<file path="src/itr_pkg.sv">
// ----------------------------------------------------------------------------
// itr_pkg: shared types and constants for the instruction trace ring
// Field widths, beat codes, controller states and the stored entry layout.
// ----------------------------------------------------------------------------
`default_nettype none

package itr_pkg;

   localparam int RING_DEPTH_DEF = 32;

   localparam int CORE_W      = 1;
   localparam int PC_W        = 32;
   localparam int OP_W        = 16;
   localparam int LINES_W     = 6;
   localparam int COUNT_W     = 6;
   localparam int AGE_W       = 5;
   localparam int REQ_DATA_W  = 56;
   localparam int RSP_DATA_W  = 64;

   // request tuser
   localparam logic MODE_RECORD = 1'b0;
   localparam logic MODE_DUMP   = 1'b1;

   // response tuser
   localparam logic KIND_HEADER = 1'b0;
   localparam logic KIND_ENTRY  = 1'b1;

   typedef struct packed {
      logic [CORE_W-1:0] core;
      logic [PC_W-1:0]   pc;
      logic [OP_W-1:0]   op;
   } entry_type;

   localparam int ENTRY_W = $bits(entry_type);

   typedef enum logic [2:0] {
      ST_IDLE,
      ST_SCAN_RD,
      ST_SCAN_CHK,
      ST_HEADER,
      ST_WALK_RD,
      ST_WALK_CHK
   } state_type;

endpackage : itr_pkg

`default_nettype wire

</file>
<file path="src/itr_ram.sv">
// ----------------------------------------------------------------------------
// itr_ram: generic single-port-write, single-port-read RAM
// One write and one read per cycle; read data registered.
// ----------------------------------------------------------------------------
`default_nettype none

module itr_ram #(
   parameter int  Width = 8,
   parameter int  Depth = 16,
   localparam int AddrW = $clog2(Depth)
) (
   input  wire logic             clock,
   input  wire logic             wr_en,
   input  wire logic [AddrW-1:0] wr_addr,
   input  wire logic [Width-1:0] wr_data,
   input  wire logic [AddrW-1:0] rd_addr,
   output logic      [Width-1:0] rd_data
);

   logic [Width-1:0] mem_ff [Depth];
   logic [Width-1:0] rd_data_ff;

   always_ff @(posedge clock) begin
      if (wr_en) begin
         mem_ff[wr_addr] <= wr_data;
      end
      rd_data_ff <= mem_ff[rd_addr];
   end

   assign rd_data = rd_data_ff;

endmodule : itr_ram

`default_nettype wire

</file>
<file path="src/instruction_trace_ring.sv">
// ----------------------------------------------------------------------------
// instruction_trace_ring: ring of the most recently retired instructions
//
// The req_ channel carries record beats (tuser 0) and dump beats (tuser 1).
// A record beat writes core, pc and opcode at the head, over the oldest
// entry once full, and gives no response; records are taken one per cycle
// while no dump is in progress. A dump beat yields a header beat on rsp_
// (tuser 0) with the match count, or ring_empty set when nothing has been
// recorded, followed by the matching entries oldest first (tuser 1), each
// with its age. tlast marks the final beat of the dump.
// A dump runs in two passes over the storage RAM (none when the ring is empty
// or the line limit is zero): a backward count pass that reads each entry
// (ST_SCAN_RD) and then checks it for a match (ST_SCAN_CHK), then the header,
// then a forward pass that reads and checks those entries again, oldest first.
// req_tready stays low from the dump beat until its last response beat has
// been issued.
// Responses sit in an output register, so a stalled receiver only holds the
// controller at the next beat to be issued; nothing is dropped.
// Reset clears the head, fill count and controller; RAM contents are not
// cleared, as only written slots are ever read.
// ----------------------------------------------------------------------------
`default_nettype none

module instruction_trace_ring
   import itr_pkg::*;
#(
   parameter int RING_DEPTH = RING_DEPTH_DEF
) (
   input  wire logic                  clock,
   input  wire logic                  reset,
   input  wire logic                  req_tvalid,
   output logic                       req_tready,
   // core_id[0], pc[32:1], opcode[48:33], line_limit[54:49], all_cores[55]
   input  wire logic [REQ_DATA_W-1:0] req_tdata,
   // mode[0]
   input  wire logic                  req_tuser,
   output logic                       rsp_tvalid,
   input  wire logic                  rsp_tready,
   // matched_count[5:0], ring_empty[6], entry_core[7], entry_pc[39:8],
   // entry_op[55:40], entry_age[60:56], zero[63:61]
   output logic [RSP_DATA_W-1:0]      rsp_tdata,
   // kind[0]
   output logic                       rsp_tuser,
   output logic                       rsp_tlast
);

   localparam int AW = $clog2(RING_DEPTH);
   localparam int CW = $clog2(RING_DEPTH + 1);
   localparam int IW = CW + 1;

   // request fields
   logic [CORE_W-1:0]  req_core;
   logic [PC_W-1:0]    req_pc;
   logic [OP_W-1:0]    req_op;
   logic [LINES_W-1:0] req_lines;
   logic               req_all;
   logic               req_fire;

   assign req_core  = req_tdata[0];
   assign req_pc    = req_tdata[32:1];
   assign req_op    = req_tdata[48:33];
   assign req_lines = req_tdata[54:49];
   assign req_all   = req_tdata[55];
   assign req_fire  = req_tvalid && req_tready;

   state_type state_ff, state_in;

   logic [AW-1:0]     head_ff, head_in;
   logic [CW-1:0]     fill_ff, fill_in;
   logic [CORE_W-1:0] core_ff, core_in;
   logic              all_ff, all_in;
   logic              empty_ff, empty_in;
   logic [CW-1:0]     want_ff, want_in;
   logic [CW-1:0]     back_ff, back_in;
   logic [CW-1:0]     matched_ff, matched_in;
   logic [CW-1:0]     walk_ff, walk_in;
   logic [CW-1:0]     emit_ff, emit_in;

   logic                  rsp_valid_ff, rsp_valid_in;
   logic [RSP_DATA_W-1:0] rsp_data_ff, rsp_data_in;
   logic                  rsp_user_ff, rsp_user_in;
   logic                  rsp_last_ff, rsp_last_in;

   logic               wr_en;
   logic [AW-1:0]      rd_addr;
   logic [ENTRY_W-1:0] rd_data;
   entry_type          rd_entry;
   entry_type          wr_entry;

   logic [AW-1:0] scan_idx;
   logic [AW-1:0] walk_idx;
   logic          out_free;
   logic          hit;
   logic [CW-1:0] want_sat;
   logic [AGE_W+CW-1:0] age_wide;

   function automatic logic [AW-1:0] wrap(input logic [IW-1:0] sum);
      logic [IW-1:0] red;
      red = (sum >= IW'(RING_DEPTH)) ? sum - IW'(RING_DEPTH) : sum;
      return red[AW-1:0];
   endfunction

   assign scan_idx = wrap(IW'(head_ff) + IW'(RING_DEPTH - 1) - IW'(back_ff));
   assign walk_idx = wrap(IW'(head_ff) + IW'(RING_DEPTH) - IW'(walk_ff));
   assign rd_addr  = (state_ff == ST_WALK_RD || state_ff == ST_WALK_CHK) ? walk_idx : scan_idx;

   // input is taken only between dumps
   assign req_tready = (state_ff == ST_IDLE);

   assign wr_en    = req_fire && (req_tuser == MODE_RECORD);
   assign wr_entry = '{core: req_core, pc: req_pc, op: req_op};
   assign rd_entry = entry_type'(rd_data);
   assign hit      = all_ff || (rd_entry.core == core_ff);
   assign out_free = !rsp_valid_ff || rsp_tready;
   assign want_sat = (int'(req_lines) > RING_DEPTH) ? CW'(RING_DEPTH) : CW'(req_lines);
   assign age_wide = {AGE_W'(0), walk_ff - CW'(1)};

   itr_ram #(
      .Width (ENTRY_W),
      .Depth (RING_DEPTH)
   ) u_store (
      .clock   (clock),
      .wr_en   (wr_en),
      .wr_addr (head_ff),
      .wr_data (wr_entry),
      .rd_addr (rd_addr),
      .rd_data (rd_data)
   );

   always_ff @(posedge clock) begin
      if (reset) begin
         state_ff     <= ST_IDLE;
         head_ff      <= '0;
         fill_ff      <= '0;
         rsp_valid_ff <= 1'b0;
      end else begin
         state_ff     <= state_in;
         head_ff      <= head_in;
         fill_ff      <= fill_in;
         rsp_valid_ff <= rsp_valid_in;
      end
   end

   always_ff @(posedge clock) begin
      core_ff     <= core_in;
      all_ff      <= all_in;
      empty_ff    <= empty_in;
      want_ff     <= want_in;
      back_ff     <= back_in;
      matched_ff  <= matched_in;
      walk_ff     <= walk_in;
      emit_ff     <= emit_in;
      rsp_data_ff <= rsp_data_in;
      rsp_user_ff <= rsp_user_in;
      rsp_last_ff <= rsp_last_in;
   end

   always_comb begin
      state_in     = state_ff;
      head_in      = head_ff;
      fill_in      = fill_ff;
      core_in      = core_ff;
      all_in       = all_ff;
      empty_in     = empty_ff;
      want_in      = want_ff;
      back_in      = back_ff;
      matched_in   = matched_ff;
      walk_in      = walk_ff;
      emit_in      = emit_ff;
      rsp_data_in  = rsp_data_ff;
      rsp_user_in  = rsp_user_ff;
      rsp_last_in  = rsp_last_ff;
      rsp_valid_in = rsp_valid_ff && !rsp_tready;

      unique case (state_ff)
         ST_IDLE: begin
            if (req_fire) begin
               if (req_tuser == MODE_RECORD) begin
                  head_in = (head_ff == AW'(RING_DEPTH - 1)) ? '0 : head_ff + AW'(1);
                  if (fill_ff != CW'(RING_DEPTH)) begin
                     fill_in = fill_ff + CW'(1);
                  end
               end else begin
                  core_in    = req_core;
                  all_in     = req_all;
                  want_in    = want_sat;
                  back_in    = '0;
                  matched_in = '0;
                  empty_in   = (fill_ff == '0);
                  if (fill_ff == '0 || want_sat == '0) begin
                     state_in = ST_HEADER;
                  end else begin
                     state_in = ST_SCAN_RD;
                  end
               end
            end
         end
         ST_SCAN_RD: begin
            state_in = ST_SCAN_CHK;
         end
         ST_SCAN_CHK: begin
            matched_in = matched_ff + CW'(hit);
            back_in    = back_ff + CW'(1);
            if (back_in == fill_ff || matched_in == want_ff) begin
               state_in = ST_HEADER;
            end else begin
               state_in = ST_SCAN_RD;
            end
         end
         ST_HEADER: begin
            if (out_free) begin
               rsp_valid_in = 1'b1;
               rsp_user_in  = KIND_HEADER;
               rsp_last_in  = (matched_ff == '0);
               rsp_data_in  = '0;
               rsp_data_in[5:0] = COUNT_W'(matched_ff);
               rsp_data_in[6]   = empty_ff;
               walk_in = back_ff;
               emit_in = '0;
               state_in = (matched_ff == '0) ? ST_IDLE : ST_WALK_RD;
            end
         end
         ST_WALK_RD: begin
            state_in = ST_WALK_CHK;
         end
         ST_WALK_CHK: begin
            if (!hit) begin
               walk_in  = walk_ff - CW'(1);
               state_in = ST_WALK_RD;
            end else if (out_free) begin
               rsp_valid_in = 1'b1;
               rsp_user_in  = KIND_ENTRY;
               rsp_last_in  = (emit_ff + CW'(1) == matched_ff);
               rsp_data_in  = '0;
               rsp_data_in[7]     = rd_entry.core;
               rsp_data_in[39:8]  = rd_entry.pc;
               rsp_data_in[55:40] = rd_entry.op;
               rsp_data_in[60:56] = age_wide[AGE_W-1:0];
               emit_in  = emit_ff + CW'(1);
               walk_in  = walk_ff - CW'(1);
               state_in = rsp_last_in ? ST_IDLE : ST_WALK_RD;
            end
         end
         default: begin
            state_in = ST_IDLE;
         end
      endcase
   end

   assign rsp_tvalid = rsp_valid_ff;
   assign rsp_tdata  = rsp_data_ff;
   assign rsp_tuser  = rsp_user_ff;
   assign rsp_tlast  = rsp_last_ff;

   // fill count saturates at the ring depth
   a_fill_bound: assert property (@(posedge clock) disable iff (reset)
      fill_ff <= CW'(RING_DEPTH))
      else $error("fill count beyond ring depth");

   // a record always leaves the ring non-empty
   a_fill_after_record: assert property (@(posedge clock) disable iff (reset)
      (req_fire && req_tuser == MODE_RECORD) |=> (fill_ff != '0))
      else $error("ring empty after a record");

   // never more entry beats than the header announced
   a_emit_bound: assert property (@(posedge clock) disable iff (reset)
      (state_ff == ST_WALK_CHK) |-> (emit_ff < matched_ff))
      else $error("entry beat beyond match count");

   // an empty-ring header ends the dump
   a_empty_last: assert property (@(posedge clock) disable iff (reset)
      (rsp_tvalid && rsp_tuser == KIND_HEADER && rsp_tdata[6]) |-> rsp_tlast)
      else $error("empty header without tlast");

endmodule : instruction_trace_ring

`default_nettype wire

</file>
<file path="config.mk">
export PLATFORM = sky130hd
export DESIGN_NAME = instruction_trace_ring
export DESIGN_NICKNAME = d
export VERILOG_FILES = /design/src/itr_pkg.sv /design/src/itr_ram.sv /design/src/instruction_trace_ring.sv
export SDC_FILE = /design/constraint.sdc
export NUM_CORES = 2
export LEC_CHECK = 0
export BUFFER_PORTS_ARGS = -buffer_cell sky130_fd_sc_hd__clkbuf_2
export CORE_MARGIN = 10
export CORE_UTILIZATION = 30
export CTS_CLUSTER_SIZE = 40
export DETAILED_ROUTE_END_ITERATION = 16
export GPL_ROUTABILITY_DRIVEN = 0
export PLACE_DENSITY = 0.53
export SLEW_MARGIN = 20
export SYNTH_ARGS = -nofsm -noshare
export SYNTH_HDL_FRONTEND = slang
export SYNTH_HIERARCHICAL = 1
export SYNTH_SLANG_ARGS = --single-unit
</file>
<file path="constraint.sdc">
create_clock -name clock -period 5.2 [get_ports clock]
set_input_delay 0.26 -clock clock [delete_from_list [all_inputs] [get_ports clock]]
set_output_delay 0.26 -clock clock [all_outputs]
set_load 0.005 [all_outputs]
</file>
==> metrics.txt <==
status completed; CP max stage delay 0.64 ns; RR Endpoint u_store/rd_data[28]; Finished Layout Cells 7,215; initial antenna violation count 21; fraction of layout cells with a size suffix above 1 0.130; clk_lat worst skew 0.83 ns; CP cell instances inv_1, ha_1, fa_1, xnor2_1, o21ai_0, nor2b_4, buf_12, a22o_1, nor3_1, a31oi_1, nand3_1; fin util 0.349; fillers 20,900; vias in the first global route around 35,000; critical path capture point type register; Vias/cell 4.89; Site Rows 173; Routed wire per std cell 24.6 um; Slew Limit Fails 0; crit path kind register to register; Final Hold Viols 0; total track usage 0.142; area grow syn2layout 15.8%; highest-count cells in the layout ignoring fill and taps edfxtp_1 (1,663), mux2i_1 (786), clkbuf_16 (179); via count 35,200; io pins between 100 and 150; worst reg-to-reg setup slack approximately 1.2 ns; Num CTS Buffers 175; post-route ant nets 0; worst vdd ir between 300 and 400 uV; Ys Warns 6; Hold Crit Class input port to register; Post-Synthesis Cells 3,868; Tmin final 3.98 ns; Die Ht 493 um; DRT iter0 DRCs between 2,000 and 3,000; H-tree Lvls 4; post-placement cell count 6,873; CP Max Fanout 127; Yosys top cell area share 0.745; Core ar. about 0.22 mm2; drt drc 0; fin nets 4,170; Synth Register Bits 1,727; GRT overflow 0; RSZ-0062 raised after global routing false; Setup violations, final 0; Detail Placement HPWL 93.5 mm; max_cap viols 0; CTS root buf clkbuf_16; Synth area leader edfxtp_1; top post-synthesis cells by area edfxtp_1 (74%), mux2i_1 (12%), dfxtp_1 (1.9%); r2r worst-path depth 11; design area 0.0777 mm2; number of port buffers 125; Tcrit/Tclk final 0.765; Longest Clk Path Bufs 3; post_cts resized 0; slew margin rel. 0.248; ys flop type edfxtp_1; Final Worst Setup Slack 1.22 ns; pwr dens 447 mW/mm2; Crit. Startpoint back_ff[0]; WHS 0.0490 ns; Lkg Pwr 27.4 nW; clock sink count 1,727; fmax 251 MHz; Synth cell types 51; Place WS 1.26 ns; Die W 493 um; Async SR Flop Fraction 0; Syn Area/Cell about 17 um2; total power roughly 35 mW; number of enable flip-flop cells after synthesis 1,663; most common cell after layout, fill and taps aside edfxtp_1; Hold Startpoint req_tdata[22]; skew final 0.0455 ns; CP Data Required Time 5.88 ns; CP arrival 4.66 ns; Post-Syn Area 0.0671 mm2; placed inst area 0.0719 mm2; CP startpoint kind register; slowest stage cell on the critical path o21ai_0; diodes inserted 0; Clk pin slew, worst setup/hold paths about 0.06 ns; Hold Path Depth 1; Slew @ Worst Pin approximately 1.1 ns; worst r2r src back_ff[0]; largest net degree at the start of global routing 128; CTS tree built; Seq/Total Area, Yosys 0.764; die area 0.243 mm2; final wirelength between 150 and 200 mm; setup TNS 0 ns; Hold Path End u_store/mem_ff[30][37]; Initial Util 0.302; router iterations before antenna repair 5; first-pass GRT wire length approximately 260 mm
==> state kept, by name, indices dropped and copies added (netlist names) <==
signal           flops
fill_ff              6
rsp_tuser            1
emit_ff              6
back_ff              6
walk_ff              5
rsp_tdata           61
matched_ff           6
rsp_tvalid           1
u_store/rd_data     49
rsp_tlast            1
u_store/mem_ff    1568
core_ff              1
head_ff              5
want_ff              6
state_ff             3
empty_ff             1
all_ff               1
==> logic make-up (layout without fill, tap and decap cells) <==
family                     Yosys count  in the layout  synth area share
AOI/OAI and AO/OA                  483            483            0.0487
xor gates and xnor gates            48             48           0.00627
adders and majority gates           19             19           0.00377
buffers and inverters              242            612            0.0201
DFF                               1727           1727             0.764
muxes                              786            786             0.117
other                                1              3         0.0000559
and+or+nand+nor                    562            562            0.0401
==> Yosys cell counts (51+ instances only) <==
library cell  instances
edfxtp_1           1663
mux2i_1             786
nand2_1             171
a21oi_1             160
nand3_1             160
a22oi_1             147
clkbuf_1             99
a22o_1               98
nor2_1               69
dfxtp_1              64
nor3_1               56
and3_1               53
a31oi_1              51
==> worst max path at each step <==
stage               slack [ns]             endpoint  cells after the start
global route              1.04  u_store/rd_data[28]                     10
finish                    1.22  u_store/rd_data[28]                     11
floorplan                 0.84           emit_ff[0]                      6
global placement          1.24  u_store/rd_data[28]                      8
detailed placement        1.26  u_store/rd_data[28]                      8
CTS                       1.24  u_store/rd_data[28]                      8
==> report_power, final <==
group	switching (mW)	internal, mW	total, mW
Clock	5.30	7.01	12.3
Combinational	3.97	2.51	6.48
Sequential	0.312	15.6	15.9
Total	9.58	25.1	34.7
==> cell type report <==
| type | count | area, um2 | area share |
|---|---|---|---|
| Timing Repair Buffer | 266 | 2230 | 0.0287 |
| Inverter | 19 | 71.3 | 0.000918 |
| Multi-Input combinational cell | 1901 | 14800 | 0.191 |
| Clock buffer | 233 | 4760 | 0.0613 |
| Sequential cell | 1727 | 51200 | 0.660 |
| Tap cell | 2975 | 3720 | 0.0479 |
| Clock inverter | 94 | 843 | 0.0109 |
==> critical path: cells and delay by family, from the launching register on <==
family | cells | cell delay [ns]
simple gates | 3 | 0.53
fa+ha+maj | 2 | 0.62
flops | 1 | 0.46
xor+xnor | 1 | 0.15
compound gates | 3 | 1.23
buf+inv | 2 | 0.71
==> routing by layer <==
metal | part of all wire | track usage | up-vias
met4 | 0.018 | 0.0324 | 28
li1 | - | - | 15700
met2 | 0.47 | 0.231 | 896
met5 | 0.00075 | 0 | -
met3 | 0.056 | 0.0297 | 257
met1 | 0.45 | 0.195 | 18400
==> what timing repair did <==
item | in CTS | in global routing
buffers inserted | 0 | 0
endpoints found under the hold margin | 48 | 0
hold buffers | 15 | 0
Power figures use the tool's default switching activity.
